==> src/sv/tgr_pkg.sv <==
// ----------------------------------------------------------------------------
// tgr_pkg
// shared types and constants of the touch gesture recognizer
// ----------------------------------------------------------------------------
`default_nettype none

package tgr_pkg;

	localparam int AREA_SLOTS     = 8;
	localparam int AREA_COUNT_DEF = 8;
	localparam int AREA_HEIGHT    = 35;

	localparam logic [8:0] AREA_LEFT [AREA_SLOTS] = '{
		9'd10, 9'd115, 9'd220, 9'd10, 9'd115, 9'd220, 9'd10, 9'd115
	};
	localparam logic [7:0] AREA_TOP [AREA_SLOTS] = '{
		8'd35, 8'd35, 8'd35, 8'd85, 8'd85, 8'd85, 8'd135, 8'd135
	};

	localparam logic signed [3:0] AREA_NONE = -4'sd1;

	localparam int CFG_INDEX_W = 3;
	localparam int CFG_DATA_W  = 16;

	localparam logic [CFG_INDEX_W-1:0] CFG_MOVE_THRESHOLD  = 3'd0;
	localparam logic [CFG_INDEX_W-1:0] CFG_LONG_PRESS_TIME = 3'd1;
	localparam logic [CFG_INDEX_W-1:0] CFG_DOUBLE_TAP_TIME = 3'd2;
	localparam logic [CFG_INDEX_W-1:0] CFG_AREA_WIDTH      = 3'd3;
	localparam logic [CFG_INDEX_W-1:0] CFG_SWIPE_DISTANCE  = 3'd4;

	localparam logic [7:0]  MOVE_THRESHOLD_RST  = 8'd5;
	localparam logic [15:0] LONG_PRESS_TIME_RST = 16'd1000;
	localparam logic [15:0] DOUBLE_TAP_TIME_RST = 16'd300;
	localparam logic [8:0]  AREA_WIDTH_RST      = 9'd95;
	localparam logic [8:0]  SWIPE_DISTANCE_RST  = 9'd50;

	typedef enum logic [3:0] {
		EV_NONE        = 4'd0,
		EV_DOWN        = 4'd1,
		EV_MOVE        = 4'd2,
		EV_UP          = 4'd3,
		EV_LONG        = 4'd4,
		EV_DOUBLE_TAP  = 4'd5,
		EV_SWIPE_LEFT  = 4'd6,
		EV_SWIPE_RIGHT = 4'd7,
		EV_SWIPE_UP    = 4'd8,
		EV_SWIPE_DOWN  = 4'd9
	} event_kind_t;

	typedef struct packed {
		logic [8:0] x;
		logic [7:0] y;
	} point_t;

	typedef struct packed {
		logic        touched;
		logic [11:0] raw_x;
		logic [11:0] raw_y;
		logic [31:0] now_ms;
	} sample_t;

	typedef struct packed {
		event_kind_t      event_kind;
		logic [8:0]       point_x;
		logic [7:0]       point_y;
		logic [8:0]       origin_x;
		logic [7:0]       origin_y;
		logic signed [3:0] area_hit;
	} result_t;

endpackage

`default_nettype wire

==> src/sv/tgr_calib.sv <==
// ----------------------------------------------------------------------------
// tgr_calib
// maps a raw controller point to display pixels, axes swapped and clamped
// ----------------------------------------------------------------------------
`default_nettype none

module tgr_calib import tgr_pkg::*; (
	input  logic [11:0] raw_x,
	input  logic [11:0] raw_y,
	output point_t      pt
);

	// lower segment: e*160/141 as multiply by 2^22/141 rounded up
	localparam logic [29:0] RECIP_141 = 30'd29747;
	localparam int          SHIFT_141 = 22;
	// upper segment: d*16/15 = d + d/15, d/15 as multiply by 137 >> 11
	localparam logic [15:0] RECIP_15  = 16'd137;
	localparam int          SHIFT_15  = 11;

	logic [7:0]  e_lo;
	logic [29:0] prod_lo;
	logic [7:0]  d_hi;
	logic [15:0] prod_hi;
	logic [3:0]  frac_hi;

	assign e_lo    = 8'(raw_y - 12'd9);
	assign prod_lo = 30'({e_lo, 7'd0} + {2'd0, e_lo, 5'd0}) * RECIP_141;
	assign d_hi    = 8'(raw_y - 12'd150);
	assign prod_hi = 16'(d_hi) * RECIP_15;
	assign frac_hi = 4'(prod_hi >> SHIFT_15);

	always_comb begin
		if (raw_y >= 12'd300) begin
			pt.x = 9'd319;
		end else if (raw_y > 12'd150) begin
			pt.x = 9'd160 + 9'(d_hi) + 9'(frac_hi);
		end else if (raw_y < 12'd9) begin
			pt.x = 9'd0;
		end else begin
			pt.x = 9'(prod_lo >> SHIFT_141);
		end

		if (raw_x >= 12'd240) begin
			pt.y = 8'd0;
		end else if (raw_x == 12'd0) begin
			pt.y = 8'd239;
		end else begin
			pt.y = 8'(12'd240 - raw_x);
		end
	end

endmodule

`default_nettype wire

==> src/sv/tgr_area.sv <==
// ----------------------------------------------------------------------------
// tgr_area
// finds the first hit rectangle that contains a point
// ----------------------------------------------------------------------------
`default_nettype none

module tgr_area import tgr_pkg::*; #(
	parameter int AREA_COUNT = AREA_COUNT_DEF
) (
	input  point_t            pt,
	input  logic [8:0]        area_width,
	output logic signed [3:0] area_hit
);

	logic [AREA_COUNT-1:0] hit;

	always_comb begin
		for (int i = 0; i < AREA_COUNT; i++) begin
			hit[i] = (pt.x >= AREA_LEFT[i])
				&& ({1'b0, pt.x} < ({1'b0, AREA_LEFT[i]} + {1'b0, area_width}))
				&& (pt.y >= AREA_TOP[i])
				&& ({1'b0, pt.y} < ({1'b0, AREA_TOP[i]} + 9'(AREA_HEIGHT)));
		end
	end

	// lowest index wins
	always_comb begin
		area_hit = AREA_NONE;
		for (int i = AREA_COUNT - 1; i >= 0; i--) begin
			if (hit[i]) begin
				area_hit = signed'(4'(i));
			end
		end
	end

endmodule

`default_nettype wire

==> src/sv/touch_gesture_recognizer.sv <==
// ----------------------------------------------------------------------------
// touch_gesture_recognizer
// turns polled touch samples into one gesture event per sample
// ----------------------------------------------------------------------------
// channel   dir  handshake                  payload
// sample    in   sample_valid/sample_ready  sample_data (sample_t)
// result    out  result_valid/result_ready  result_data (result_t)
// cfg       in   cfg_valid/cfg_ready        cfg_index, cfg_data
//
// one sample per cycle while the result is not stalled; a request accepted into
// the input register moves on to the result register, gesture logic between
// the two; the press state updates as the sample leaves the input register
// a stalled result holds the input register; sample_ready drops only then
// reset clears the press state and loads the register defaults; cfg_ready
// is always high
// ----------------------------------------------------------------------------
`default_nettype none

module touch_gesture_recognizer import tgr_pkg::*; #(
	parameter int AREA_COUNT = AREA_COUNT_DEF
) (
	input  logic                   clk,
	input  logic                   arst_n,
	input  logic                   sample_valid,
	output logic                   sample_ready,
	input  sample_t                sample_data,
	output logic                   result_valid,
	input  logic                   result_ready,
	output result_t                result_data,
	input  logic                   cfg_valid,
	output logic                   cfg_ready,
	input  logic [CFG_INDEX_W-1:0] cfg_index,
	input  logic [CFG_DATA_W-1:0]  cfg_data
);

	logic [7:0]  move_threshold_q;
	logic [15:0] long_press_time_q;
	logic [15:0] double_tap_time_q;
	logic [8:0]  area_width_q;
	logic [8:0]  swipe_distance_q;

	logic        is_pressed_q, long_done_q, tap_pending_q;
	point_t      begin_q, now_q;
	logic [31:0] press_time_q, event_time_q;

	logic        is_pressed_n, long_done_n, tap_pending_n;
	point_t      begin_n, now_n;
	logic [31:0] press_time_n, event_time_n;

	sample_t     sample_s1;
	logic        valid_s1;
	result_t     result_q;
	logic        result_valid_q;
	logic        advance;

	point_t            cal_pt;
	logic signed [3:0] hit;
	event_kind_t       kind;
	logic [8:0]        dx, ax;
	logic [7:0]        dy, ay;
	logic [31:0]       t;
	logic [31:0]       dur;

	assign advance      = !result_valid_q || result_ready;
	assign sample_ready = !valid_s1 || advance;
	assign result_valid = result_valid_q;
	assign result_data  = result_q;
	assign cfg_ready    = 1'b1;

	tgr_calib u_calib (
		.raw_x (sample_s1.raw_x),
		.raw_y (sample_s1.raw_y),
		.pt    (cal_pt)
	);

	tgr_area #(
		.AREA_COUNT (AREA_COUNT)
	) u_area (
		.pt         (now_n),
		.area_width (area_width_q),
		.area_hit   (hit)
	);

	assign t   = sample_s1.now_ms;
	assign dur = t - press_time_q;
	assign dx  = (cal_pt.x > now_q.x) ? cal_pt.x - now_q.x : now_q.x - cal_pt.x;
	assign dy  = (cal_pt.y > now_q.y) ? cal_pt.y - now_q.y : now_q.y - cal_pt.y;
	assign ax  = (now_q.x > begin_q.x) ? now_q.x - begin_q.x : begin_q.x - now_q.x;
	assign ay  = (now_q.y > begin_q.y) ? now_q.y - begin_q.y : begin_q.y - now_q.y;

	always_comb begin
		is_pressed_n  = is_pressed_q;
		long_done_n   = long_done_q;
		tap_pending_n = tap_pending_q;
		begin_n       = begin_q;
		now_n         = now_q;
		press_time_n  = press_time_q;
		event_time_n  = event_time_q;
		kind          = EV_NONE;

		if (sample_s1.touched) begin
			if (!is_pressed_q) begin
				is_pressed_n = 1'b1;
				begin_n      = cal_pt;
				now_n        = cal_pt;
				press_time_n = t;
				event_time_n = t;
				long_done_n  = 1'b0;
				kind         = EV_DOWN;
			end else begin
				if (dx > 9'(move_threshold_q) || dy > move_threshold_q) begin
					now_n        = cal_pt;
					event_time_n = t;
					kind         = EV_MOVE;
				end
				if (!long_done_q && dur > 32'(long_press_time_q)) begin
					long_done_n = 1'b1;
					kind        = EV_LONG;
				end
			end
		end else if (is_pressed_q) begin
			is_pressed_n = 1'b0;
			if (long_done_q) begin
				kind = EV_UP;
			end else if (dur < 32'(double_tap_time_q)) begin
				if (tap_pending_q && (t - event_time_q) < 32'(double_tap_time_q)) begin
					kind          = EV_DOUBLE_TAP;
					tap_pending_n = 1'b0;
				end else begin
					tap_pending_n = 1'b1;
					event_time_n  = t;
					kind          = EV_UP;
				end
			end else if (ax < swipe_distance_q && 9'(ay) < swipe_distance_q) begin
				kind = EV_UP;
			end else if (ax > 9'(ay)) begin
				kind = (now_q.x > begin_q.x) ? EV_SWIPE_RIGHT : EV_SWIPE_LEFT;
			end else begin
				kind = (now_q.y > begin_q.y) ? EV_SWIPE_DOWN : EV_SWIPE_UP;
			end
		end

		// tap timeout
		if (tap_pending_n && (t - event_time_n) > 32'(double_tap_time_q)) begin
			tap_pending_n = 1'b0;
		end
	end

	always_ff @(posedge clk or negedge arst_n) begin
		if (!arst_n) begin
			valid_s1       <= 1'b0;
			result_valid_q <= 1'b0;
		end else begin
			if (sample_ready) begin
				valid_s1 <= sample_valid;
			end
			if (advance) begin
				result_valid_q <= valid_s1;
			end
		end
	end

	always_ff @(posedge clk) begin
		if (sample_valid && sample_ready) begin
			sample_s1 <= sample_data;
		end
		if (advance && valid_s1) begin
			result_q.event_kind <= kind;
			if (kind == EV_NONE) begin
				result_q.point_x  <= '0;
				result_q.point_y  <= '0;
				result_q.origin_x <= '0;
				result_q.origin_y <= '0;
				result_q.area_hit <= AREA_NONE;
			end else begin
				result_q.point_x  <= now_n.x;
				result_q.point_y  <= now_n.y;
				result_q.origin_x <= begin_n.x;
				result_q.origin_y <= begin_n.y;
				result_q.area_hit <= hit;
			end
		end
	end

	always_ff @(posedge clk or negedge arst_n) begin
		if (!arst_n) begin
			is_pressed_q  <= 1'b0;
			long_done_q   <= 1'b0;
			tap_pending_q <= 1'b0;
			begin_q       <= '0;
			now_q         <= '0;
			press_time_q  <= '0;
			event_time_q  <= '0;
		end else if (advance && valid_s1) begin
			is_pressed_q  <= is_pressed_n;
			long_done_q   <= long_done_n;
			tap_pending_q <= tap_pending_n;
			begin_q       <= begin_n;
			now_q         <= now_n;
			press_time_q  <= press_time_n;
			event_time_q  <= event_time_n;
		end
	end

	always_ff @(posedge clk or negedge arst_n) begin
		if (!arst_n) begin
			move_threshold_q  <= MOVE_THRESHOLD_RST;
			long_press_time_q <= LONG_PRESS_TIME_RST;
			double_tap_time_q <= DOUBLE_TAP_TIME_RST;
			area_width_q      <= AREA_WIDTH_RST;
			swipe_distance_q  <= SWIPE_DISTANCE_RST;
		end else if (cfg_valid && cfg_ready) begin
			unique case (cfg_index)
				CFG_MOVE_THRESHOLD:  move_threshold_q  <= cfg_data[7:0];
				CFG_LONG_PRESS_TIME: long_press_time_q <= cfg_data;
				CFG_DOUBLE_TAP_TIME: double_tap_time_q <= cfg_data;
				CFG_AREA_WIDTH:      area_width_q      <= cfg_data[8:0];
				CFG_SWIPE_DISTANCE:  swipe_distance_q  <= cfg_data[8:0];
				default: ;
			endcase
		end
	end

endmodule

`default_nettype wire

==> config.mk <==
export PLATFORM = sky130hd
export DESIGN_NAME = touch_gesture_recognizer
export DESIGN_NICKNAME = d
export VERILOG_FILES = /design/src/sv/tgr_pkg.sv /design/src/sv/tgr_calib.sv /design/src/sv/tgr_area.sv /design/src/sv/touch_gesture_recognizer.sv
export SDC_FILE = /design/constraint.sdc
export NUM_CORES = 1
export LEC_CHECK = 0
export BUFFER_PORTS_ARGS = -buffer_cell sky130_fd_sc_hd__buf_2
export CORE_ASPECT_RATIO = 0.7
export CORE_MARGIN = 1.5
export CORE_UTILIZATION = 50
export CTS_CLUSTER_SIZE = 25
export DETAILED_ROUTE_END_ITERATION = 6
export PLACE_DENSITY = 0.67
export SLEW_MARGIN = 20
export SYNTH_ARGS = -nofsm -noshare
export SYNTH_HDL_FRONTEND = slang
export SYNTH_SLANG_ARGS = --single-unit
==> constraint.sdc <==
create_clock -name clk -period 22 [get_ports clk]
set_input_delay 1.1 -clock clk [delete_from_list [all_inputs] [get_ports clk]]
set_output_delay 1.1 -clock clk [all_outputs]
set_load 0.01 [all_outputs]
# Word-level counts from Yosys, hierarchy flattened
# Cells that the tools add are included.
[classes]
add_sub_neg = 20
n_mul = 2
bitwise = 1
n_eq_ne = 5
n_mux = 50
reduce_logical = 41
n_lt_le_gt_ge = 29
[op_table]
columns = ["cell", "count"]
rows = [
  ["2-to-1 mux 32 bit", 7],
  ["subtractor 32 bit", 3],
  ["2-to-1 mux 17 bit", 5],
  ["> comparator 32 x 16 -> 1 bit", 2],
  ["< comparator 32 x 16 -> 1 bit", 2],
  ["2-to-1 mux 4 bit", 16],
  ["2-to-1 mux 8 bit", 5],
  ["2-to-1 mux 9 bit", 4],
  ["subtractor 9 bit", 4],
  ["subtractor 8 bit", 4],
  ["< comparator 9 x 10 -> 1 bit", 3],
  ["multiplier 30 x 15 -> 30 bit (second input constant)", 1],
  ["logical AND 1 bit", 25],
  ["> comparator 8 bit", 3],
  ["> comparator 9 x 8 -> 1 bit", 2],
  ["> comparator 9 bit", 2],
  ["adder 15 x 13 -> 16 bit", 1],
  ["< comparator 8 x 7 -> 1 bit (second input constant)", 2],
  ["multiplier 8 x 8 -> 15 bit (second input constant)", 1],
  ["greater-or-equal comparator 12 x 8 -> 1 bit (second input constant)", 1],
  ["greater-or-equal comparator 12 x 9 -> 1 bit (second input constant)", 1],
  ["> comparator 12 x 8 -> 1 bit (second input constant)", 1],
  ["zero test 12 bit", 1],
  ["< comparator 12 x 4 -> 1 bit (second input constant)", 1],
  ["other kinds (31)", 51],
]
[totals]
inputBits = 81
out_inout_bits = 45
ff_bits = 260

# Depth between registers and ports, before layout
[depth]
ltp_word = 25
mapped_depth = 75
depth_no_buf = 72

# By module
# A second synthesis with hierarchy kept.
[unflattened]
hier_cells = 2954
area_unflattened_um2 = 26477.9
[modules_own_cells]
columns = ["module", "n_inst", "area_each_um2", "seq_area_each_um2", "cells_per_inst"]
rows = [
  ["touch_gesture_recognizer", 1, 20756.2, 7028.0, 2276],
  ["tgr_calib", 1, 4525.6, 0.0, 522],
  ["tgr_area", 1, 1196.1, 0.0, 156],
]

# Worst setup path before layout
# Ideal clock, no wire load.
[synth_timing]
path_type = "register -> register"
from = "register sample_s1[33] in the netlist's numbering"
to = "register tap_pending_q"
arrival_ps = 14159
path_stages_with_launch = 73
setup_time_ps = 114
required_time_ps = 21886
path_slack_ps = 7726
path_cell_list = "edfxtp_1 > inv_1 > ha_1 > a21boi_0 > nor2b_1 > nor2_1 > xnor2_1 > inv_1 > a21oi_1 > o21ai_0 > a221o_1 > a21o_1 > a21oi_1 > nor2_1 > xnor2_1 > ha_1 > a21o_1 > ha_1 > [... 37 more ...] > a21boi_0 > or2_2 > nor2_1 > nor2_1 > a21o_1 > a21o_1 > xor2_1 > ha_1 > a21o_1 > a21oi_1 > nor2b_1 > o21ai_0 > a22oi_1 > nor3_1 > nand4_1 > nor3_1 > nand4_1 > o32ai_1"
[synth_via]
elab_chain_len = 17
word_cells_on_any_way = 26
[synth_rtl]
columns = ["element", "line", "text"]
rows = [
  ["start: declaration", "touch_gesture_recognizer.sv:50", "sample_t sample_s1;"],
  ["start signal: assignment", "touch_gesture_recognizer.sv:165", "sample_s1 <= sample_data;"],
  ["subtractor 8 x 4 -> 8 bit", "tgr_calib.sv:26", "assign e_lo = 8'(raw_y - 12'd9);"],
  ["adder 15 x 13 -> 16 bit", "tgr_calib.sv:27", "assign prod_lo = 30'({e_lo, 7'd0} + {2'd0, e_lo, 5'd0}) * RECIP_141;"],
  ["multiplier 30 x 15 -> 30 bit", "tgr_calib.sv:27", ""],
  ["2-to-1 mux 8 bit", "tgr_calib.sv:37", "end else if (raw_y < 12'd9) begin"],
  ["2-to-1 mux 9 bit", "tgr_calib.sv:35", "end else if (raw_y > 12'd150) begin"],
  ["2-to-1 mux 9 bit (*)", "tgr_calib.sv:33", "if (raw_y >= 12'd300) begin"],
  ["subtractor 9 bit / > comparator 9 bit (equally long branches)", "touch_gesture_recognizer.sv:86", "assign dx = (cal_pt.x > now_q.x) ? cal_pt.x - now_q.x : now_q.x - cal_pt.x;"],
  ["2-to-1 mux 9 bit (*)", "touch_gesture_recognizer.sv:86", ""],
  ["[... 2 more ...]", "--", ""],
  ["2-to-1 mux 32 bit (*)", "touch_gesture_recognizer.sv:111", "if (dx > 9'(move_threshold_q) || dy > move_threshold_q) begin"],
  ["2-to-1 mux 32 bit (*)", "touch_gesture_recognizer.sv:102", "if (!is_pressed_q) begin"],
  ["2-to-1 mux 32 bit (*)", "touch_gesture_recognizer.sv:101", "if (sample_s1.touched) begin"],
  ["via event_time_n[0]", "touch_gesture_recognizer.sv:48", "logic [31:0] press_time_n, event_time_n;"],
  ["subtractor 32 bit (*)", "touch_gesture_recognizer.sv:144", "if (tap_pending_n && (t - event_time_n) > 32'(double_tap_time_q)) begin"],
  ["> comparator 32 x 16 -> 1 bit (*)", "touch_gesture_recognizer.sv:144", ""],
  ["logical AND 1 bit (*)", "touch_gesture_recognizer.sv:144", ""],
  ["2-to-1 mux 1 bit (*)", "touch_gesture_recognizer.sv:144", ""],
  ["end signal: assignment", "touch_gesture_recognizer.sv:197", "tap_pending_q <= tap_pending_n;"],
  ["end: declaration", "touch_gesture_recognizer.sv:42", "logic is_pressed_q, long_done_q, tap_pending_q;"],
]
# The timed path passes the listed nets; every way through them passes the cells marked *.
# A chain may end at the register's enable or synchronous reset.

# Final worst setup path
# Ends and elaborated chain as after synthesis.

==> flow_metrics.tcl <==
set metrics [dict create \
    critPathLaunchType "register" \
    clockRootBuffer "clkbuf_16" \
    crit_top_cell "ha_1" \
    yosysMostFrequentCell "ha_1" \
    final.setup.tns_ns 0 \
    end_kind "register" \
    finalCriticalPeriod_ns 17.31 \
    die_w_um 279 \
    synth_top_area_share_pct 20.6 \
    cts_buffers 30 \
    skew_ns 0.0189 \
    min_path_type "reg2reg" \
    synth_top_family_by_area "adder cells" \
    cts_resized 0 \
    critPathRequiredTime_ns 22.50 \
    final_antenna_net_count 0 \
    synth_compound_area_share_pct 20.6 \
    syn_inst 3046 \
    area_growth_pct 8.32 \
    postSynthAreaPerCell_um2 8.74 \
    hold_path.startpoint "press_time_q[1]$_DFFE_PN0P_" \
    clk_pin_slew_ns 0.07 \
    grt_pass1_wl_um 120000 \
    ys_seq_area_share_pct 26.4 \
    h-tree-depth 1 \
    slew_headroom_pct 23.2 \
    regToRegSetupSlack_ns 4.69 \
    worstReg2RegStart "sample_s1[33]$_DFFE_PP_" \
    fmaxAchievable_ghz 0.0578 \
    die_h_um 196 \
    outcome "finished, final reports clean" \
    placed_cell_area_um2 27800 \
    synthAdderAreaFrac_pct 23.9 \
    synth_common_cells "ha_1 (438), inv_1 (306), nand2_1 (258), a21oi_1 (238), o21ai_0 (225)" \
    setup_viol 0 \
    ys_ff_latch 260 \
    synthFlopType "dfrtp_1" \
    layout.nets 3689 \
    dp_hpwl_um 60400 \
    drt-initial-drc-count 2072 \
    synth_edf_count 99 \
    cts_tree "built" \
    drt_pre_antenna_iters 5 \
    grt_pass1_vias 21700 \
    critPathKind "reg2reg" \
    synth_xor_area_share_pct 4.97 \
    async_flop_share_pct 61.9 \
    rsz0062_at_grt "false" \
    gp_congestion 0.992 \
    fin_crit_sh_pct 78.7 \
    dieArea_um2 54700 \
    finish.instance_area_um2 28800 \
    crit_buf_inv 5 \
    synth_area_leaders "ha_1 (21%), dfrtp_1 (13%), edfxtp_1 (11%)" \
    cp_slowest_cell "xnor2_1" \
    drv_slew 0 \
    synth.area.mux_share_pct 3.28 \
    n_fill_cell 4801 \
    ctsHoldBuffers 0 \
    ioPinCount 126 \
    whs_path_depth 2 \
    critPathMaxFanout 62 \
    hold_viol 0 \
    critical-path-top-delay-family "compound AO/OA/AOI/OAI gates" \
    ys_types 105 \
    finalWirelength_um 75900 \
    tightest_slew_ns 1.15 \
    row_count 70 \
    clock_path_buffers 3 \
    gr-total-overflow 0 \
    io_buffer_count 124 \
    start_util_pct 50.8 \
    cts_setup_buffers 0 \
    yosys_warnings 0 \
    rr_endpoint "tap_pending_q$_DFFE_PN0P_" \
    post-route-drc-count 0 \
    gr-usage-all-layers_pct 27.5 \
    max_cap_violations 0 \
    critPathMaxStageDelay_ns 0.62 \
    synthSimpleGateAreaFrac_pct 15.0 \
    r2r_cells 72 \
    syn_area_um2 26600 \
    antennaDiodeCount 0 \
    wl_per_cell_um 19.8 \
    routed_via_density 6.00 \
    cts_sinks 260 \
    drive_gt1_share_pct 9.97 \
    antenna_found_initial 0 \
    grt_start_max_net_pins 69 \
    clock_latency_ns 0.60 \
    min_to "press_time_q[1]$_DFFE_PN0P_" \
    core_um2 52400 \
    vias 23000 \
    yosysTopAreaCell "ha_1" \
    syn_nets 3609 \
    arrival_ns 17.81 \
]
-- state kept, by name, indices dropped and copies added, names as in the netlist, 16 cells and up --
| register | count |
|---|---|
| t | 32 |
| long_press_time_q | 16 |
| double_tap_time_q | 16 |
| result_data | 42 |
| sample_s1 | 25 |
| now_q | 17 |
| press_time_q | 32 |
| begin_q | 17 |
| event_time_q | 32 |
-- layer usage --
| layer | global-route usage [%] | up-vias | routed length (um) |
|---|---|---|---|
| met1 | 43.5 | 11000 | 38500 |
| li1 | - | 11100 | - |
| met5 | 0 | - | 0 |
| met3 | 5.55 | 85 | 6490 |
| met2 | 38.4 | 825 | 29800 |
| met4 | 4.13 | 0 | 1010 |
-- stage by stage --
stage	utilization, %	instances	hold WS (ns)	setup WS (ns)
2_1_floorplan	-	3046	0.450	7.73
3_3_place_gp	53.1	3778	0.468	5.57
3_5_place_dp	53.1	3778	0.475	5.00
4_1_cts	55.0	3834	0.484	4.92
5_1_grt	55.0	3834	0.518	3.31
6_report	55.0	3834	0.485	4.69
-- logic make-up (layout without fill, tap and decap cells) --
family,Yosys count,in the layout
buf+inv,396,500
flops,260,260
other cells,1,1
fa+ha+maj,482,482
simple gates,819,819
mux,80,80
compound gates,857,857
xor+xnor,151,151
-- worst min-delay path, cell delays in order (launching register included) --
cell     delay (ns)
dfrtp_1        0.34
nand2_1        0.05
o21ai_0        0.06
-- layout by cell type, fill, tap and decap left out, types with 30 or more instances in the layout --
cell / instances
xnor2_1: 104
fa_1: 44
a21o_1: 71
dfrtp_1: 140
xor2_1: 47
o21ai_0: 225
clkbuf_16: 30
buf_2: 123
nand3_1: 58
a21oi_1: 238
nor3_1: 41
ha_1: 438
nor2_1: 193
nand2_1: 256
a211oi_1: 41
mux2_2: 57
inv_1: 306
nand4_1: 47
nand2b_1: 42
edfxtp_1: 99
nor2b_1: 50
o21a_1: 44
-- layout make-up --
class,instances,area (um2),area share (%)
Inverter,307,1150,4.00
Clock buffer,39,825,2.86
Tap cell,684,856,2.97
Timing Repair Buffer,137,724,2.51
Multi-Input combinational cell,2390,18100,62.7
Clock inverter,17,168,0.582
Sequential cell,260,7030,24.4
-- worst max-delay path by stage --
stage,start,cells past startpoint,slack [ns],end
finish,sample_s1[33]$_DFFE_PP_,72,4.69,tap_pending_q$_DFFE_PN0P_
global route,sample_s1[33]$_DFFE_PP_,72,3.31,tap_pending_q$_DFFE_PN0P_
detailed placement,sample_s1[33]$_DFFE_PP_,68,5.00,tap_pending_q$_DFFE_PN0P_
global placement,sample_s1[33]$_DFFE_PP_,68,5.57,tap_pending_q$_DFFE_PN0P_
CTS,sample_s1[33]$_DFFE_PP_,68,4.92,tap_pending_q$_DFFE_PN0P_
floorplan,sample_s1[33]$_DFFE_PP_,72,7.73,tap_pending_q$_DFFE_PN0P_
Power is left out: the tool's default activity adds up to more than one toggle a clock period on the data nets, which glitch-free logic cannot reach.
